## src/rtl/core/slo_queue_scheduler_unit_macros.svh

```systemverilog
// assertion helpers for the scheduler
`ifndef SLO_QUEUE_SCHEDULER_UNIT_MACROS_SVH
`define SLO_QUEUE_SCHEDULER_UNIT_MACROS_SVH
`define SQS_ASSERT_IMPL(label, ante, cons) \
  label: assert property (@(posedge clk) disable iff (rst) (ante) |-> (cons)) \
    else $error("check failed");
`define SQS_ASSERT_NEXT(label, ante, cons) \
  label: assert property (@(posedge clk) disable iff (rst) (ante) |=> (cons)) \
    else $error("check failed");
`endif

```

## src/rtl/core/sqs_pkg.sv

```systemverilog
`default_nettype none
package sqs_pkg;
  localparam int unsigned TickW = 20;
  localparam logic [TickW-1:0] TickReset = 20'd1000;
  localparam int unsigned TimeW = 48;
  localparam int unsigned VrW = 64;
  localparam int unsigned DlW = 32;
  localparam int unsigned PrioW = 8;
  localparam int unsigned UtilW = 8;
  localparam int unsigned UtilDefault = 100;
  localparam int unsigned ScaleMul = UtilDefault * 256;

  typedef enum logic [2:0] {
    OP_SET_PRIO = 3'd0,
    OP_SET_DEADLINE = 3'd1,
    OP_SET_UTIL = 3'd2,
    OP_STATUS = 3'd3,
    OP_SCHEDULE = 3'd4
  } op_t;

  typedef enum logic [1:0] {
    ACT_NONE = 2'd0,
    ACT_RESUME = 2'd1,
    ACT_SUSPEND = 2'd2
  } act_t;

  typedef enum logic [2:0] {
    ST_IDLE,
    ST_CHARGE,
    ST_PICK,
    ST_EMIT,
    ST_DONE
  } state_t;

  // per-queue record handed along the ring
  typedef struct packed {
    logic signed [PrioW-1:0] prio;
    logic has_dl;
    logic signed [DlW-1:0] deadline;
    logic [UtilW-1:0] util;
    logic [VrW-1:0] vrt;
    logic running;
    logic [TimeW-1:0] last_resume;
    logic rdy;
    logic susp;
    logic [1:0] dev;
    logic [TimeW-1:0] rdy_since;
  } qrec_t;

  // control from sequencer to every cell
  typedef struct packed {
    logic shift;
    logic [1:0] mode;
  } cell_ctl_t;

  localparam logic [1:0] MODE_HOLD = 2'd0;
  localparam logic [1:0] MODE_CHARGE = 2'd1;
  localparam logic [1:0] MODE_EMIT = 2'd2;
endpackage
`default_nettype wire

```

## src/rtl/core/sqs_cell.sv

```systemverilog
`default_nettype none
module sqs_cell (
  input  wire logic clk,
  input  wire logic rst,
  input  wire sqs_pkg::cell_ctl_t ctl,
  input  wire logic load,
  input  wire sqs_pkg::qrec_t load_rec,
  input  wire sqs_pkg::qrec_t prev_rec,
  input  wire logic [47:0] now,
  input  wire logic chosen_in,
  input  wire sqs_pkg::qrec_t reset_rec,
  output sqs_pkg::qrec_t rec
);
  import sqs_pkg::*;
  qrec_t upd;
  qrec_t rec_next;

  // emit update only where the head record re-enters the ring
  always_comb begin
    upd = prev_rec;
    if (ctl.mode == MODE_EMIT) begin
      if (!prev_rec.rdy) begin
        upd.running = 1'b0;
      end else if (chosen_in) begin
        upd.running = 1'b1;
        upd.last_resume = now;
      end else begin
        upd.running = 1'b0;
      end
    end
  end

  always_comb begin
    rec_next = rec;
    if (load) begin
      rec_next = load_rec;
    end else if (ctl.shift) begin
      rec_next = upd;
    end
  end

  always_ff @(posedge clk) begin
    if (rst) begin
      rec <= reset_rec;
    end else begin
      rec <= rec_next;
    end
  end
endmodule
`default_nettype wire

```

## config.mk

```make
export PLATFORM = sky130hd
export DESIGN_NAME = sqs_cell
export DESIGN_NICKNAME = d
export VERILOG_FILES = /design/src/rtl/core/slo_queue_scheduler_unit_macros.svh /design/src/rtl/core/sqs_pkg.sv /design/src/rtl/core/sqs_cell.sv
export SDC_FILE = /design/constraint.sdc
export NUM_CORES = 1
export LEC_CHECK = 0
export ABC_AREA = 1
export BUFFER_PORTS_ARGS = -buffer_cell sky130_fd_sc_hd__buf_2
export CAP_MARGIN = 20
export CORE_AREA = 5 5 354 356
export DETAILED_ROUTE_END_ITERATION = 16
export DIE_AREA = 0 0 359 361
export PLACE_DENSITY = 0.3
export SLEW_MARGIN = 30
export SYNTH_ARGS = -nofsm -noshare
export SYNTH_HDL_FRONTEND = slang
export SYNTH_SLANG_ARGS = --single-unit
```

## constraint.sdc

```tcl
create_clock -name clk -period 12.6 [get_ports clk]
set_clock_uncertainty 0.1 [all_clocks]
set_input_delay 2.52 -clock clk [delete_from_list [all_inputs] [get_ports clk]]
set_output_delay 2.52 -clock clk [all_outputs]
set_load 0.1 [all_outputs]
```

==> summary.txt <==
Setup Buffers After CTS: 0
Placed cell areas: 17500 sq um
Ys Warns: 0
Clock tree buffer depth: 3
Chip height: 361 um
Die X: 359 um
Most common cell after layout, fill and taps aside: buf_2
Initial Util: 0.0918
Final Cell Area: 18500 sq um
Final Core Density: 0.152
Area of the multi-input gates: 3970 sq um
Synth top area share: 0.577
Routed WL per cell: 21.0 um
Achievable clock frequency: 0.216 GHz
Max_slew headroom: 0.404
Clk sinks: 214
Synth top area cells: edfxtp_1, nand2_1, nand3_1, inv_1, a22oi_1
Final Hold Fails: 0
Setup_tns: 0 ns
Vias in the first global route: 13304
Synth unique cells: 13
Worst path bufs/invs: 3
Mean Syn Cell Area: 8.48 sq um
HP Class: in -> reg
WHS: 2.09 ns
Sequential element share of the synthesized area: 0.577
Crit-path most repeated cell: buf_4
I/O Buffers: 910
Final WL: 80900 um
# setup viols final: 0
H-tree levels: 1
Hold_buf cts: 0
Critical path capture point type: flip-flop
Total GRT Usage: 0.117
Final Max Tran Viols: 0
Initial antenna violation count: 50
Ratio of cells with drive above 1 in the final layout: 0.442
Crit Path Max Fanout: 58
Largest regs: rec (214)
Largest stage delay on the critical path: 0.73 ns
CTS Root Cell: clkbuf_16
CTS Buf Count: 29
Storage element area: 6430 sq um
Top delay family on crit path: buffers and inverters
Final min period: 4.64 ns
Most area-hungry cell type in the Yosys netlist: edfxtp_1
Status: finished clean
Drt first pass iters: 4
#FFs+latches synth: 214
Worst-path clk slew: 0.06 ns
Worst-margin pin slew: 0.894 ns
Pwr Total: 2.76 mW
Hold_sp: load_rec[210]
Total vias in the final route: 12941
Worst Setup Path Type: in -> reg
Pleak: 9.01 nW
Crit-path cells: buf_8 -> nor2_4 -> nand2_4 -> buf_4 -> buf_4
Total power per unit cell area: 149 nW/um^2
Post-Syn Nets: 2011
Slowest cell on crit path: buf_4
Pin count of the biggest net entering global routing: 106
Layout area overhead: 65.8%
Min-Delay Path Depth: 3
Worst Path Required: 12.72 ns
Starting DRT DRC Count: 734
Largest register FFs: 214
CTS tree: built
Cell Area, Synth: 11100 sq um
Post-DP HPWL: 65700 um
Commonest non-fill, non-tap cells in the layout: buf_2, nand2_1, nand3_1, edfxtp_1, inv_1
Vias/cell: 3.36
Final worst-path cycle share: 0.368
Hold endpoint: rec[210]
Fill cells: 14224
First-pass GRT wire length: 108000 um
Worst VDD drop: 93.6 uV
Largest register by flop count: rec
WP data arrival: 4.76 ns
Drc violations: 0
ANT nets after route: 0
Die area: 130000 sq um
Syn Inst Count: 1314
Routability congestion estimate: 0.830
Core Box Area: 121000 sq um
Max_cap viols: 0
Layout Nets: 2884
GR Overflow Total: 0
# IOs: 911
Startpoint Class: primary input
Row count: 128
PostCTS Resize Cnt: 0
Unrepaired setup endpoints after global routing: no
==> layout make-up <==
class	instances	share of cell area
diodes	13	0.00176
clock buffers	34	0.0403
clock inverters	20	0.00935
inverters	101	0.0205
multi-input cells	914	0.215
flip-flops and latches	214	0.348
well taps	1625	0.110
repair buffers	927	0.255
==> synth_stat cells <==
cell type and n:
a22oi_1 48, inv_1 100, edfxtp_1 214, nor2_1 2, inv_2 1, buf_4 2, buf_1 9, nor2_2 2
nand3_1 262, buf_2 47, nand2_1 599, nor2_4 1, clkbuf_1 27
==> cells by family after synthesis <==
family | synth area share
buffers and inverters | 0.0686
AOI/OAI and AO/OA | 0.0323
and+or+nand+nor | 0.322
DFF | 0.577
==> report_power, final <==
group	internal, mW	switching (mW)
Clock	0.480	0.361
Sequential	0.882	0.0301
Combinational	0.176	0.828
Total	1.54	1.22
==> worst max path at each step <==
stage,slack (ns),to,cells past startpoint,startpoint
floorplan,4.16,rec[0],5,rst
global placement,7.30,rec[150],5,rst
CTS,7.95,rec[124],5,rst
detailed placement,7.26,rec[150],5,rst
finish,7.96,rec[124],5,rst
global route,7.80,rec[124],5,rst
==> routing by layer <==
layer  wire [um]  GRT usage  vias up  part of all wire
li1            -          -     6131                 -
met5          68          0        -           0.00084
met3        7620     0.0457       85             0.094
met2       38500      0.196      634              0.48
met1       33400      0.144     6081              0.41
met4        1310     0.0208       10             0.016
==> stage by stage <==
stage | setup WS [ns] | instances
after detailed placement | 7.26 | 3781
after global routing | 7.80 | 3842
after floorplan | 4.16 | 1314
after CTS | 7.95 | 3835
after global placement | 7.30 | 3781
final | 7.96 | 3848
No activity file was read; power rests on OpenSTA's default activity.
