===== src/rtl/core/slo_queue_scheduler_unit_macros.svh =====
// assertion helpers for the scheduler
`ifndef SLO_QUEUE_SCHEDULER_UNIT_MACROS_SVH
`define SLO_QUEUE_SCHEDULER_UNIT_MACROS_SVH
`define SQS_ASSERT_IMPL(label, ante, cons) \
  label: assert property (@(posedge clk) disable iff (rst) (ante) |-> (cons)) \
    else $error("check failed");
`define SQS_ASSERT_NEXT(label, ante, cons) \
  label: assert property (@(posedge clk) disable iff (rst) (ante) |=> (cons)) \
    else $error("check failed");
`endif


===== src/rtl/core/sqs_pkg.sv =====
`default_nettype none
package sqs_pkg;
  localparam int unsigned TickW = 20;
  localparam logic [TickW-1:0] TickReset = 20'd1000;
  localparam int unsigned TimeW = 48;
  localparam int unsigned VrW = 64;
  localparam int unsigned DlW = 32;
  localparam int unsigned PrioW = 8;
  localparam int unsigned UtilW = 8;
  localparam int unsigned UtilDefault = 100;
  localparam int unsigned ScaleMul = UtilDefault * 256;

  typedef enum logic [2:0] {
    OP_SET_PRIO = 3'd0,
    OP_SET_DEADLINE = 3'd1,
    OP_SET_UTIL = 3'd2,
    OP_STATUS = 3'd3,
    OP_SCHEDULE = 3'd4
  } op_t;

  typedef enum logic [1:0] {
    ACT_NONE = 2'd0,
    ACT_RESUME = 2'd1,
    ACT_SUSPEND = 2'd2
  } act_t;

  typedef enum logic [2:0] {
    ST_IDLE,
    ST_CHARGE,
    ST_PICK,
    ST_EMIT,
    ST_DONE
  } state_t;

  // per-queue record handed along the ring
  typedef struct packed {
    logic signed [PrioW-1:0] prio;
    logic has_dl;
    logic signed [DlW-1:0] deadline;
    logic [UtilW-1:0] util;
    logic [VrW-1:0] vrt;
    logic running;
    logic [TimeW-1:0] last_resume;
    logic rdy;
    logic susp;
    logic [1:0] dev;
    logic [TimeW-1:0] rdy_since;
  } qrec_t;

  // control from sequencer to every cell
  typedef struct packed {
    logic shift;
    logic [1:0] mode;
  } cell_ctl_t;

  localparam logic [1:0] MODE_HOLD = 2'd0;
  localparam logic [1:0] MODE_CHARGE = 2'd1;
  localparam logic [1:0] MODE_EMIT = 2'd2;
endpackage
`default_nettype wire


===== src/rtl/core/sqs_div.sv =====
`default_nettype none
module sqs_div (
  input  wire logic clk,
  input  wire logic rst,
  input  wire logic start,
  input  wire logic [63:0] dividend,
  input  wire logic [7:0] divisor,
  output logic busy,
  output logic [63:0] quotient
);
  import sqs_pkg::*;
  logic [6:0] cnt;
  logic [7:0] rem;
  logic [8:0] trial;
  logic [63:0] q;

  assign trial = {rem, q[63]} - {1'b0, divisor};
  assign quotient = q;

  // restoring division, one quotient bit a cycle
  always_ff @(posedge clk) begin
    if (rst) begin
      busy <= 1'b0;
      cnt <= '0;
    end else if (start) begin
      busy <= 1'b1;
      cnt <= 7'd64;
      rem <= '0;
      q <= dividend;
    end else if (busy) begin
      if (!trial[8]) begin
        rem <= trial[7:0];
        q <= {q[62:0], 1'b1};
      end else begin
        rem <= {rem[6:0], q[63]};
        q <= {q[62:0], 1'b0};
      end
      cnt <= cnt - 7'd1;
      if (cnt == 7'd1) begin
        busy <= 1'b0;
      end
    end
  end
endmodule
`default_nettype wire


===== config.mk =====
export PLATFORM = sky130hd
export DESIGN_NAME = sqs_div
export DESIGN_NICKNAME = d
export VERILOG_FILES = /design/src/rtl/core/slo_queue_scheduler_unit_macros.svh /design/src/rtl/core/sqs_pkg.sv /design/src/rtl/core/sqs_div.sv
export SDC_FILE = /design/constraint.sdc
export NUM_CORES = 1
export LEC_CHECK = 0
export BUFFER_PORTS_ARGS = -buffer_cell sky130_fd_sc_hd__buf_2
export CAP_MARGIN = 10
export CELL_PAD_IN_SITES_DETAIL_PLACEMENT = 1
export CELL_PAD_IN_SITES_GLOBAL_PLACEMENT = 1
export CORE_ASPECT_RATIO = 0.6
export CORE_MARGIN = 3
export CORE_UTILIZATION = 35
export CTS_CLUSTER_SIZE = 24
export DETAILED_ROUTE_END_ITERATION = 10
export PLACE_DENSITY = 0.83
export SYNTH_ARGS = -nofsm -noshare
export SYNTH_HDL_FRONTEND = slang
export SYNTH_SLANG_ARGS = --single-unit

===== constraint.sdc =====
create_clock -name clk -period 4.55 [get_ports clk]
set_input_delay 0.2275 -clock clk [delete_from_list [all_inputs] [get_ports clk]]
set_output_delay 0.2275 -clock clk [all_outputs]
set_load 0.02 [all_outputs]

==> results by group, run 1 <==
Run status
  – Status: finished, final reports clean

STA
  – Peak Freq: 0.3948 GHz
  – Final period utilization: 55.67%
  – Max_slew headroom: 36.35%
  – Setup TNS: 0 ns
  – Tightest Pin Transition: 0.9548 ns
  – RSZ-0062 raised after global routing: no
  – Setup violations, final: 0
  – Fin crit period: 2.533 ns
  – Final setup margin: 2.017 ns
  – Final worst clock skew: 0.004927 ns
  – Fin. Hold Viols: 0
  – Fin. max-slew vios: 0

Global routing
  – Global-route wire length before repair: 15150 µm
  – Overflow after GRT: 0
  – Gr usage total: 15.86%
  – Vias in the first global route: 2936
  – Initial antenna violation count: 1
  – Largest net degree at the start of global routing: 78

Detailed routing
  – First-pass DRT Iterations: 4
  – Post-DRT Antenna Nets: 0
  – DR iter-0 viols: 91
  – Wire per inst: 17.81 µm
  – Final WL: 9759 µm
  – Routed vias/inst: 4.936
  – Number of remaining DRC errors: 0
  – Via count: 2705

Logic synthesis
  – Post-Syn Area: 3835 µm²
  – Mean Syn Cell Area: 14.31 µm²
  – Seq/Total Area, Yosys: 60.55%
  – Register bit total from synthesis: 80
  – Syn Inst Count: 268
  – Yosys top cell by area: edfxtp_1
  – Synth top area share: 56.38%
  – Syn Nets: 354
  – Main synth FF type: edfxtp_1
  – Async SR Flop Fraction: 0%
  – Number of flops mapped to enable cells by yosys: 72
  – Top cells by area, synth: edfxtp_1 56%, mux2_2 18%, dfxtp_1 4.2%, ha_1 3.3%, o21ai_0 2.0%
  – Synth cell types: 42
  – Yosys warnings: 0

Die
  – FP Rows: 28
  – Die Ht: 87.08 µm
  – DIE AREA: 12290 µm²
  – Starting density of the core: 37.36%
  – Floorplan core area: 10260 µm²
  – I/O Pins: 140
  – Die W: 141.1 µm

Clock tree
  – Postcts setup bufs: 0
  – Max Buffers Root-to-Sink: 2
  – CTS Buf Count: 9
  – CTS H-tree depth: 3
  – Worst skew pair latency: 0.33 ns
  – Clock sink total: 80
  – Hold-fix buffers, CTS: 0
  – CTS tree: built
  – Clk slew on worst S/H paths: 0.06 ns
  – Post-cts resize count: 0
  – Clk root buf: clkbuf_16

Setup path
  – Worst EP required: 4.68 ns
  – Crit-path cells: inv_1 -> ha_1 -> fa_1 -> nor2b_4 -> o31a_4 -> o2111ai_1 -> a21oi_1 -> a311oi_1
  – Max incr delay on CP: 0.58 ns
  – CP endpoint kind: flip-flop
  – CP Launch Type: flip-flop
  – Buf/Inv on CP: 1
  – Worst Path Arrival: 2.67 ns
  – CP Max Fanout: 7
  – Cell family with most CP delay: compound AO/OA/AOI/OAI gates
  – Crit path max-delay cell type: o2111ai_1
  – CP Class: flip-flop to flip-flop

Final layout
  – Ant diodes: 0
  – Layout Utilization: 48.78%
  – Final non-filler cell total: 548
  – Share of layout cells above drive strength 1: 54.72%
  – Synthesis-to-finish area growth: 30.57%
  – # nets final: 494

Place
  – HPWL after DPL: 7054 µm
  – Placed cell count: 532
  – RD Place Congestion: 0.8276
  – Setup WS pre-CTS: 2.045 ns
  – Port Buffers: 139

Run
  – Max_cap viols: 0

Power and ir drop
  – Overall Power: 2.006 mW
  – LEAKAGE: 2.064 nW
  – PwrDens: 400.5 nW/µm²
  – Peak supply drop: 0.0001830 V

Worst hold path
  – Hold Path Class: input port to flip-flop
-- cell families (layout without fill, tap and decap cells) --
family                     Yosys count  after routing  synth area share (%)
adders and majority gates           11             11                 3.785
buffers and inverters               23            168                 2.284
and+or+nand+nor                     45             45                 6.428
AOI/OAI and AO/OA                   39             39                 6.851
xor gates and xnor gates             7              7                 1.599
DFF                                 80             80                 60.55
muxes                               63             63                 18.50
-- Yosys cell counts (all sizes together) (4+ instances only) --
cell    count
or3         4
inv        11
edfxtp     72
o21ai      16
buf         4
a21oi       7
mux2       63
nand2       6
xnor2       5
dfxtp       8
nor2       14
ha         10
clkbuf      8
nand3       4
-- worst paths after layout --
| kind | start | endpoint | slack, ns | cells past startpoint |
|---|---|---|---|---|
| worst min register to register | cnt[1] | cnt[1] | 0.51 | 2 |
| worst max-delay path | quotient[63] | rem[0] | 2.02 | 8 |
| worst min-delay path | rst | cnt[6] | 0.11 | 2 |
| worst max register to register | quotient[63] | rem[0] | 2.02 | 8 |
-- stage by stage --
step	hold WS (ns)	cell area, µm²
5_1_grt	0.1093	5007
4_1_cts	0.1006	5007
3_5_place_dp	0.4602	4676
3_3_place_gp	0.4496	4676
6_report	0.1132	5007
2_1_floorplan	0.2999	3835
-- registers in the layout, summed over array words and instances, names as in the netlist --
name,count
busy,1
rem,8
quotient,64
cnt,7
-- cells in the final DEF (no fill, tap or decap), types with 2 or more instances in the layout --
master and instances:
a21o_1 2, a21oi_1 7, and2_1 2, buf_2 139, buf_4 2, clkbuf_16 12
dfxtp_1 8, edfxtp_1 72, ha_1 10, inv_1 11, mux2_2 63, nand2_1 6
nand3_1 4, nand4_1 3, nor2_1 13, nor2b_1 2, nor3_1 2, o2111ai_1 2
o211a_1 2, o21a_1 3, o21ai_0 15, or3_1 2, or3_2 2, xnor2_1 5
xor2_1 2
-- power by group --
| group | leakage [nW] | total [mW] | switching [mW] | internal, mW |
|---|---|---|---|---|
| Clock | 0.164 | 0.772 | 0.287 | 0.485 |
| Sequential | 0.753 | 0.899 | 0.0294 | 0.870 |
| Combinational | 1.15 | 0.335 | 0.189 | 0.146 |
| Total | 2.06 | 2.01 | 0.505 | 1.50 |
-- metal layers --
layer	vias to the layer above	track usage (%)	share of wire, %
li1	1300	-	-
met5	-	0	0.13
met3	6	4.992	5.9
met4	2	3.694	0.41
met1	1316	20.21	46
met2	81	26.70	48
-- worst reg2reg max path, delay by kind of cell, from the launching register on --
| family | cells | cell delay, ns |
|---|---|---|
| AO/OA/AOI/OAI | 4 | 1.34 |
| adder cells (fa/ha/maj) | 2 | 0.46 |
| buffers and inverters | 1 | 0.08 |
| flip-flops | 1 | 0.41 |
| AND/OR/NAND/NOR | 1 | 0.07 |
-- layout make-up --
| class | instances | area, µm² |
|---|---|---|
| tap | 135 | 168.9 |
| sequential | 80 | 2322 |
| clock buffer | 14 | 317.8 |
| inverter | 11 | 41.29 |
| timing repair buffer | 141 | 710.7 |
| fill | 1086 | 5258 |
| multi-input combinational | 165 | 1433 |
| clock inverter | 2 | 13.76 |
Power figures use the tool's default switching activity.
==> run 2, diff against run 1 <==
--- a/config.mk
+++ b/config.mk
@@ -5,13 +5,14 @@
 export SDC_FILE = /design/constraint.sdc
 export NUM_CORES = 1
 export LEC_CHECK = 0
+export ABC_AREA = 1
 export BUFFER_PORTS_ARGS = -buffer_cell sky130_fd_sc_hd__buf_2
 export CAP_MARGIN = 10
 export CELL_PAD_IN_SITES_DETAIL_PLACEMENT = 1
 export CELL_PAD_IN_SITES_GLOBAL_PLACEMENT = 1
 export CORE_ASPECT_RATIO = 0.6
 export CORE_MARGIN = 3
-export CORE_UTILIZATION = 35
+export CORE_UTILIZATION = 33
 export CTS_CLUSTER_SIZE = 24
 export DETAILED_ROUTE_END_ITERATION = 10
 export PLACE_DENSITY = 0.83
==> constraint.sdc (replaced) <==
create_clock -name clk -period 2.2 [get_ports clk]
set_input_delay 0.11 -clock clk [delete_from_list [all_inputs] [get_ports clk]]
set_output_delay 0.11 -clock clk [all_outputs]
set_load 0.02 [all_outputs]
==> results by group, run 2 <==
STA
  – RSZ-0062 raised after global routing: no
  – Fin crit period: 2.006 ns
  – Fin. Hold Viols: 0
  – Setup violations, final: 0
  – Tightest Pin Transition: 0.5790 ns
  – Final period utilization: 91.16%
  – Max_slew headroom: 61.34%
  – Setup TNS: 0 ns
  – Fin. max-slew vios: 0
  – Final worst clock skew: 0.005954 ns
  – Peak Freq: 0.4986 GHz

Detailed routing
  – Max layer used: met5
  – DR iter-0 viols: 127
  – Final WL: 11320 µm
  – Met1 WL: 5312 µm
  – Via count: 3418
  – First-pass DRT Iterations: 4
  – Met3 WL: 762 µm
  – Post-DRT Antenna Nets: 0
  – Wire per inst: 14.99 µm
  – WL met2: 5187 µm
  – Number of remaining DRC errors: 0
  – Routed vias/inst: 4.527

Final layout
  – Ant diodes: 0
  – # nets final: 677
  – Most frequent cells in the layout: 237 x nand2_1, 139 x buf_2, 72 x edfxtp_1
  – Most common cell after layout, fill and taps aside: nand2_1
  – # fillers: 1446
  – Final non-filler cell total: 755
  – Share of layout cells above drive strength 1: 30.59%
  – Synthesis-to-finish area growth: 30.24%
  – Largest register FFs: 64

Worst hold path
  – Hold_sp: dividend[20]
  – Hold Path Class: input port to flip-flop

Logic synthesis
  – Async SR Flop Fraction: 0%
  – Seq/Total Area, Yosys: 58.40%
  – Synth cell types: 28
  – Number of flops mapped to enable cells by yosys: 72
  – Top cells by area, synth: edfxtp_1 54%, nand2_1 22%, dfxtp_1 4.0%, inv_1 3.7%, ha_1 3.1%
  – Mean Syn Cell Area: 8.817 µm²
  – Yosys top cell by area: edfxtp_1
  – Synth top area share: 54.37%
  – Syn Inst Count: 451
  – Post-Syn Area: 3976 µm²
  – Register bit total from synthesis: 80
  – Main synth FF type: edfxtp_1
  – Commonest cells post-synth: 237 x nand2_1, 72 x edfxtp_1, 39 x inv_1
  – Most frequent cell after synthesis: nand2_1
  – Syn Nets: 537
  – Yosys warnings: 0

Clock tree
  – CTS H-tree depth: 3
  – Max Buffers Root-to-Sink: 2
  – Clk slew on worst S/H paths: 0.06 ns
  – Clock sink total: 80
  – Hold-fix buffers, CTS: 0
  – CTS Buf Count: 9
  – CTS tree: built
  – Worst skew pair latency: 0.33 ns
  – Post-cts resize count: 0
  – Clk root buf: clkbuf_16
  – Postcts setup bufs: 0

Global routing
  – Largest net degree at the start of global routing: 57
  – Overflow after GRT: 0
  – Gr usage total: 16.96%
  – Initial antenna violation count: 1
  – Global-route wire length before repair: 18330 µm
  – Vias in the first global route: 3576

Place
  – Placed cell count: 740
  – Port Buffers: 139
  – HPWL after DPL: 8708 µm
  – RD Place Congestion: 0.8203

Setup path
  – Most used cell, CP: nand2_2
  – Crit path from: quotient[63]
  – FF-to-FF Start: quotient[63]
  – Crit path max-delay cell type: edfxtp_1
  – Worst EP required: 2.28 ns
  – Crit-path cells: inv_1 -> ha_1 -> fa_2 -> inv_1 -> nand3_2 -> nand2_2 -> nand2_2 -> nand2_2 -> nand2_2 -> nand2_4 -> nand2_1 -> nand2_1 -> nor2_1
  – CP Launch Type: flip-flop
  – CP Max Fanout: 8
  – Max incr delay on CP: 0.37 ns
  – CP endpoint kind: flip-flop
  – Worst Path Arrival: 2.08 ns
  – CP Class: flip-flop to flip-flop

Power and ir drop
  – Clk pwr share: 37.4%
  – LEAKAGE: 2.606 nW
  – Sw Pwr: 1.143 mW
  – Comb pwr share: 18.1%
  – P_int: 3.044 mW
  – Sw Ratio: 27.30%
  – Peak supply drop: 0.0003702 V
  – Seq pwr share: 44.5%
  – PwrDens: 808.6 nW/µm²
  – Overall Power: 4.188 mW

Die
  – Starting density of the core: 34.51%
  – Die W: 147.7 µm
  – I/O Pins: 140
  – Floorplan core area: 11520 µm²
  – FP Rows: 30
  – DIE AREA: 13450 µm²
  – Die Ht: 91.03 µm

Run status
  – Status: finished, final reports clean

Run
  – Max_cap viols: 0
-- run 2: cell count changes after synthesis, moves of 4 or more --
cell | before | now
nand2_1 | 6 | 237
mux2_2 | 63 | 0
inv_1 | 11 | 39
buf_2 | 0 | 13
o21ai_0 | 15 | 2
nor2_1 | 14 | 23
nand2_2 | 0 | 7
clkbuf_1 | 7 | 1
nor2_2 | 0 | 5
xnor2_1 | 5 | 0
buf_1 | 4 | 0
-- run 2: worst paths after layout --
| check | to | cells past startpoint | slack [ns] |
|---|---|---|---|
| setup / recovery | rem[3] | 13 | 0.19 |
| hold / removal | quotient[20] | 3 | 0.05 |
| setup reg to reg | rem[3] | 13 | 0.19 |
| hold reg to reg | cnt[3] | 2 | 0.48 |
-- run 2: power by group through the flow --
stage | registers (mW) | logic (mW) | clock network, mW
after floorplan | 1.98 | 0.386 | 0
after global placement | 1.89 | 0.726 | 0
after detailed placement | 1.89 | 0.765 | 0
after CTS | 1.87 | 0.767 | 1.62
after global routing | 1.88 | 0.851 | 1.67
final | 1.87 | 0.756 | 1.57
-- run 2: kinds of logic (layout without fill, tap and decap cells) --
family | count (synthesis) | after routing | share of synthesized area (%)
xor gates and xnor gates | 4 | 4 | 0.8810
and+or+nand+nor | 288 | 288 | 29.36
DFF | 80 | 80 | 58.40
AOI/OAI and AO/OA | 11 | 11 | 1.825
buffers and inverters | 57 | 201 | 5.884
adders and majority gates | 11 | 11 | 3.650
-- run 2: through the flow --
step	util (%)	hold WS [ns]	instance area, µm²	worst slack [ns]
final	44.94	0.05350	5179	0.1944
after global routing	44.94	0.05104	5179	0.03511
after CTS	44.92	0.03709	5176	0.1186
after detailed placement	42.23	0.3859	4866	0.1366
after global placement	42.23	0.3795	4866	0.2593
after floorplan	-	0.1893	3984	0.06324
-- run 2: routing by layer --
| layer | global-route usage [%] | vias to the layer above |
|---|---|---|
| met5 | 0 | - |
| met2 | 27.41 | 107 |
| met1 | 23.17 | 1611 |
| met3 | 4.888 | 7 |
| li1 | - | 1691 |
| met4 | 2.713 | 2 |
-- run 2: critical path, delay by kind of cell (launching register included) --
| kind | cells | cell delay (ns) |
|---|---|---|
| and+or+nand+nor | 9 | 0.72 |
| adders and majority gates | 2 | 0.55 |
| buffers and inverters | 2 | 0.13 |
| DFF | 1 | 0.37 |
-- run 2: layout make-up --
type / count / area (µm²) / share of cell area (%)
multi-input cells: 314 / 1430 / 27.62
well taps: 160 / 200.2 / 3.866
flip-flops and latches: 80 / 2322 / 44.84
clock inverters: 6 / 85.08 / 1.643
clock buffers: 9 / 225.2 / 4.349
inverters: 42 / 157.7 / 3.044
repair buffers: 144 / 758.2 / 14.64
==> run 3, diff against run 2 <==
--- a/config.mk
+++ b/config.mk
@@ -12,10 +12,10 @@
 export CELL_PAD_IN_SITES_GLOBAL_PLACEMENT = 1
 export CORE_ASPECT_RATIO = 0.6
 export CORE_MARGIN = 3
-export CORE_UTILIZATION = 33
+export CORE_UTILIZATION = 36
 export CTS_CLUSTER_SIZE = 24
 export DETAILED_ROUTE_END_ITERATION = 10
-export PLACE_DENSITY = 0.83
+export PLACE_DENSITY = 0.86
 export SYNTH_ARGS = -nofsm -noshare
 export SYNTH_HDL_FRONTEND = slang
 export SYNTH_SLANG_ARGS = --single-unit
==> constraint.sdc (replaced) <==
create_clock -name clk -period 2.1 [get_ports clk]
set_input_delay 0.105 -clock clk [delete_from_list [all_inputs] [get_ports clk]]
set_output_delay 0.105 -clock clk [all_outputs]
set_load 0.02 [all_outputs]
==> results by group, run 3 (synthesis gave the netlist of run 2 again) <==
Worst hold path
  – Hold Path Class: input port to flip-flop

Detailed routing
  – Final WL: 11130 µm
  – Post-DRT Antenna Nets: 0
  – Number of remaining DRC errors: 0
  – Wire per inst: 15.07 µm
  – DR iter-0 viols: 131
  – Via count: 3429
  – First-pass DRT Iterations: 4
  – Routed vias/inst: 4.640

Setup path
  – Most used cell, CP: nand2_2
  – CP endpoint kind: flip-flop
  – Crit path max-delay cell type: fa_2
  – CP Class: flip-flop to flip-flop
  – Crit-path cells: inv_1 -> ha_2 -> fa_2 -> inv_1 -> nand3_2 -> nand2_2 -> nand2_4 -> nand2_2 -> nand2_2 -> nand2_4 -> nand2_1 -> nand2_1 -> nor2_1
  – Worst Path Arrival: 2.06 ns
  – CP Launch Type: flip-flop
  – Worst EP required: 2.18 ns
  – CP Max Fanout: 8
  – Max incr delay on CP: 0.39 ns

Die
  – Floorplan core area: 10670 µm²
  – Die Ht: 87.41 µm
  – FP Rows: 29
  – Die W: 141.7 µm
  – I/O Pins: 140
  – Starting density of the core: 37.27%
  – DIE AREA: 12380 µm²

STA
  – Fin crit period: 1.971 ns
  – Setup violations, final: 0
  – Fin. Hold Viols: 0
  – Max_slew headroom: 69.71%
  – Final worst clock skew: 0.008703 ns
  – Fin. max-slew vios: 0
  – Peak Freq: 0.5074 GHz
  – Final period utilization: 93.85%
  – Tightest Pin Transition: 0.4544 ns

Place
  – Port Buffers: 139
  – HPWL after DPL: 8381 µm
  – RD Place Congestion: 0.8083
  – Placed cell count: 720
  – Post-DP Area: 4836 µm²

Global routing
  – Gr usage total: 18.27%
  – Initial antenna violation count: 0
  – Largest net degree at the start of global routing: 42
  – Global-route wire length before repair: 17820 µm
  – Vias in the first global route: 3660
  – Overflow after GRT: 0

Final layout
  – Ant diodes: 0
  – Most frequent cells in the layout: 237 x nand2_1, 139 x buf_2, 72 x edfxtp_1
  – Synthesis-to-finish area growth: 30.33%
  – Post-route cell area: 5182 µm²
  – # nets final: 681
  – Most common cell after layout, fill and taps aside: nand2_1
  – Largest register FFs: 64
  – # fillers: 1316
  – FF/Latch Area: 2323 µm²
  – Share of layout cells above drive strength 1: 31.33%
  – Final non-filler cell total: 739
  – Area used by multi-input combinational logic: 1438 µm²

Power and ir drop
  – Peak supply drop: 0.0004581 V
  – P_int: 3.210 mW
  – Seq pwr share: 44.0%
  – Clk pwr share: 37.9%
  – LEAKAGE: 2.630 nW
  – Comb pwr share: 18.1%
  – PwrDens: 855.9 nW/µm²
  – Sw Pwr: 1.226 mW
  – Sw Ratio: 27.63%

Clock tree
  – Hold-fix buffers, CTS: 0
  – Clk slew on worst S/H paths: 0.07 ns
  – Clock sink total: 80
  – CTS tree: built
  – Max Buffers Root-to-Sink: 2
  – Clk root buf: clkbuf_16
  – CTS H-tree depth: 3
  – CTS Buf Count: 9
  – Worst skew pair latency: 0.33 ns

Run
  – Max_cap viols: 0

Run status
  – Status: finished, final reports clean
-- run 3: path summary, 6_finish.rpt --
kind,cells after the start,end,slack [ns],startpoint
worst min register to register,1,cnt[4],0.48,cnt[4]
worst max register to register,13,rem[5],0.13,quotient[63]
worst max-delay path,13,rem[5],0.13,quotient[63]
worst min-delay path,2,busy,0.02,rst
-- run 3: timing repair --
| action | CTS | global route |
|---|---|---|
| setup endpoints to repair | 0 | 8 |
| buffers inserted | 0 | 3 |
| resized for setup | 0 | 3 |
-- run 3: critical path: cells and delay by family (launching register included) --
kind / cells / cell delay [ns]
fa+ha+maj: 2 / 0.57
buf+inv: 2 / 0.12
flops: 1 / 0.36
simple gates: 9 / 0.63
-- run 3: stage by stage --
step / setup TNS, ns / util, % / power [mW] / setup WS (ns) / hold WS [ns]
3_3_place_gp: 0 / 45.33 / 2.727 / 0.1764 / 0.3521
2_1_floorplan: 0 / - / 2.482 / 0.07295 / 0.1768
3_5_place_dp: 0 / 45.33 / 2.782 / 0.04533 / 0.3675
5_1_grt: -0.02363 / 48.58 / 4.671 / -0.01174 / 0.01313
4_1_cts: 0 / 48.28 / 4.465 / 0.03282 / 0.01086
6_report: 0 / 48.58 / 4.435 / 0.1292 / 0.02157
-- run 3: cell type report --
cell class / count / share of cell area (%)
Sequential cell: 80 / 44.83
Multi-Input combinational cell: 314 / 27.74
Timing Repair Buffer: 148 / 14.97
Clock buffer: 11 / 4.491
Tap cell: 139 / 3.356
Inverter: 42 / 3.042
Clock inverter: 5 / 1.569
-- run 3: power by group through the flow --
stage               combinational (mW)  clock [mW]  sequential (mW)
floorplan                        0.404           0             2.08
global placement                 0.749           0             1.98
detailed placement               0.797           0             1.99
CTS                              0.802        1.71             1.95
global route                     0.900        1.81             1.97
finish                           0.801        1.68             1.95
-- run 3: routing by layer --
layer	track usage, %	share of wire [%]	vias to the layer above
met5	0	0	-
met4	3.397	0.55	0
met3	6.034	7.5	6
met2	30.74	47	111
met1	23.43	45	1610
li1	-	-	1702
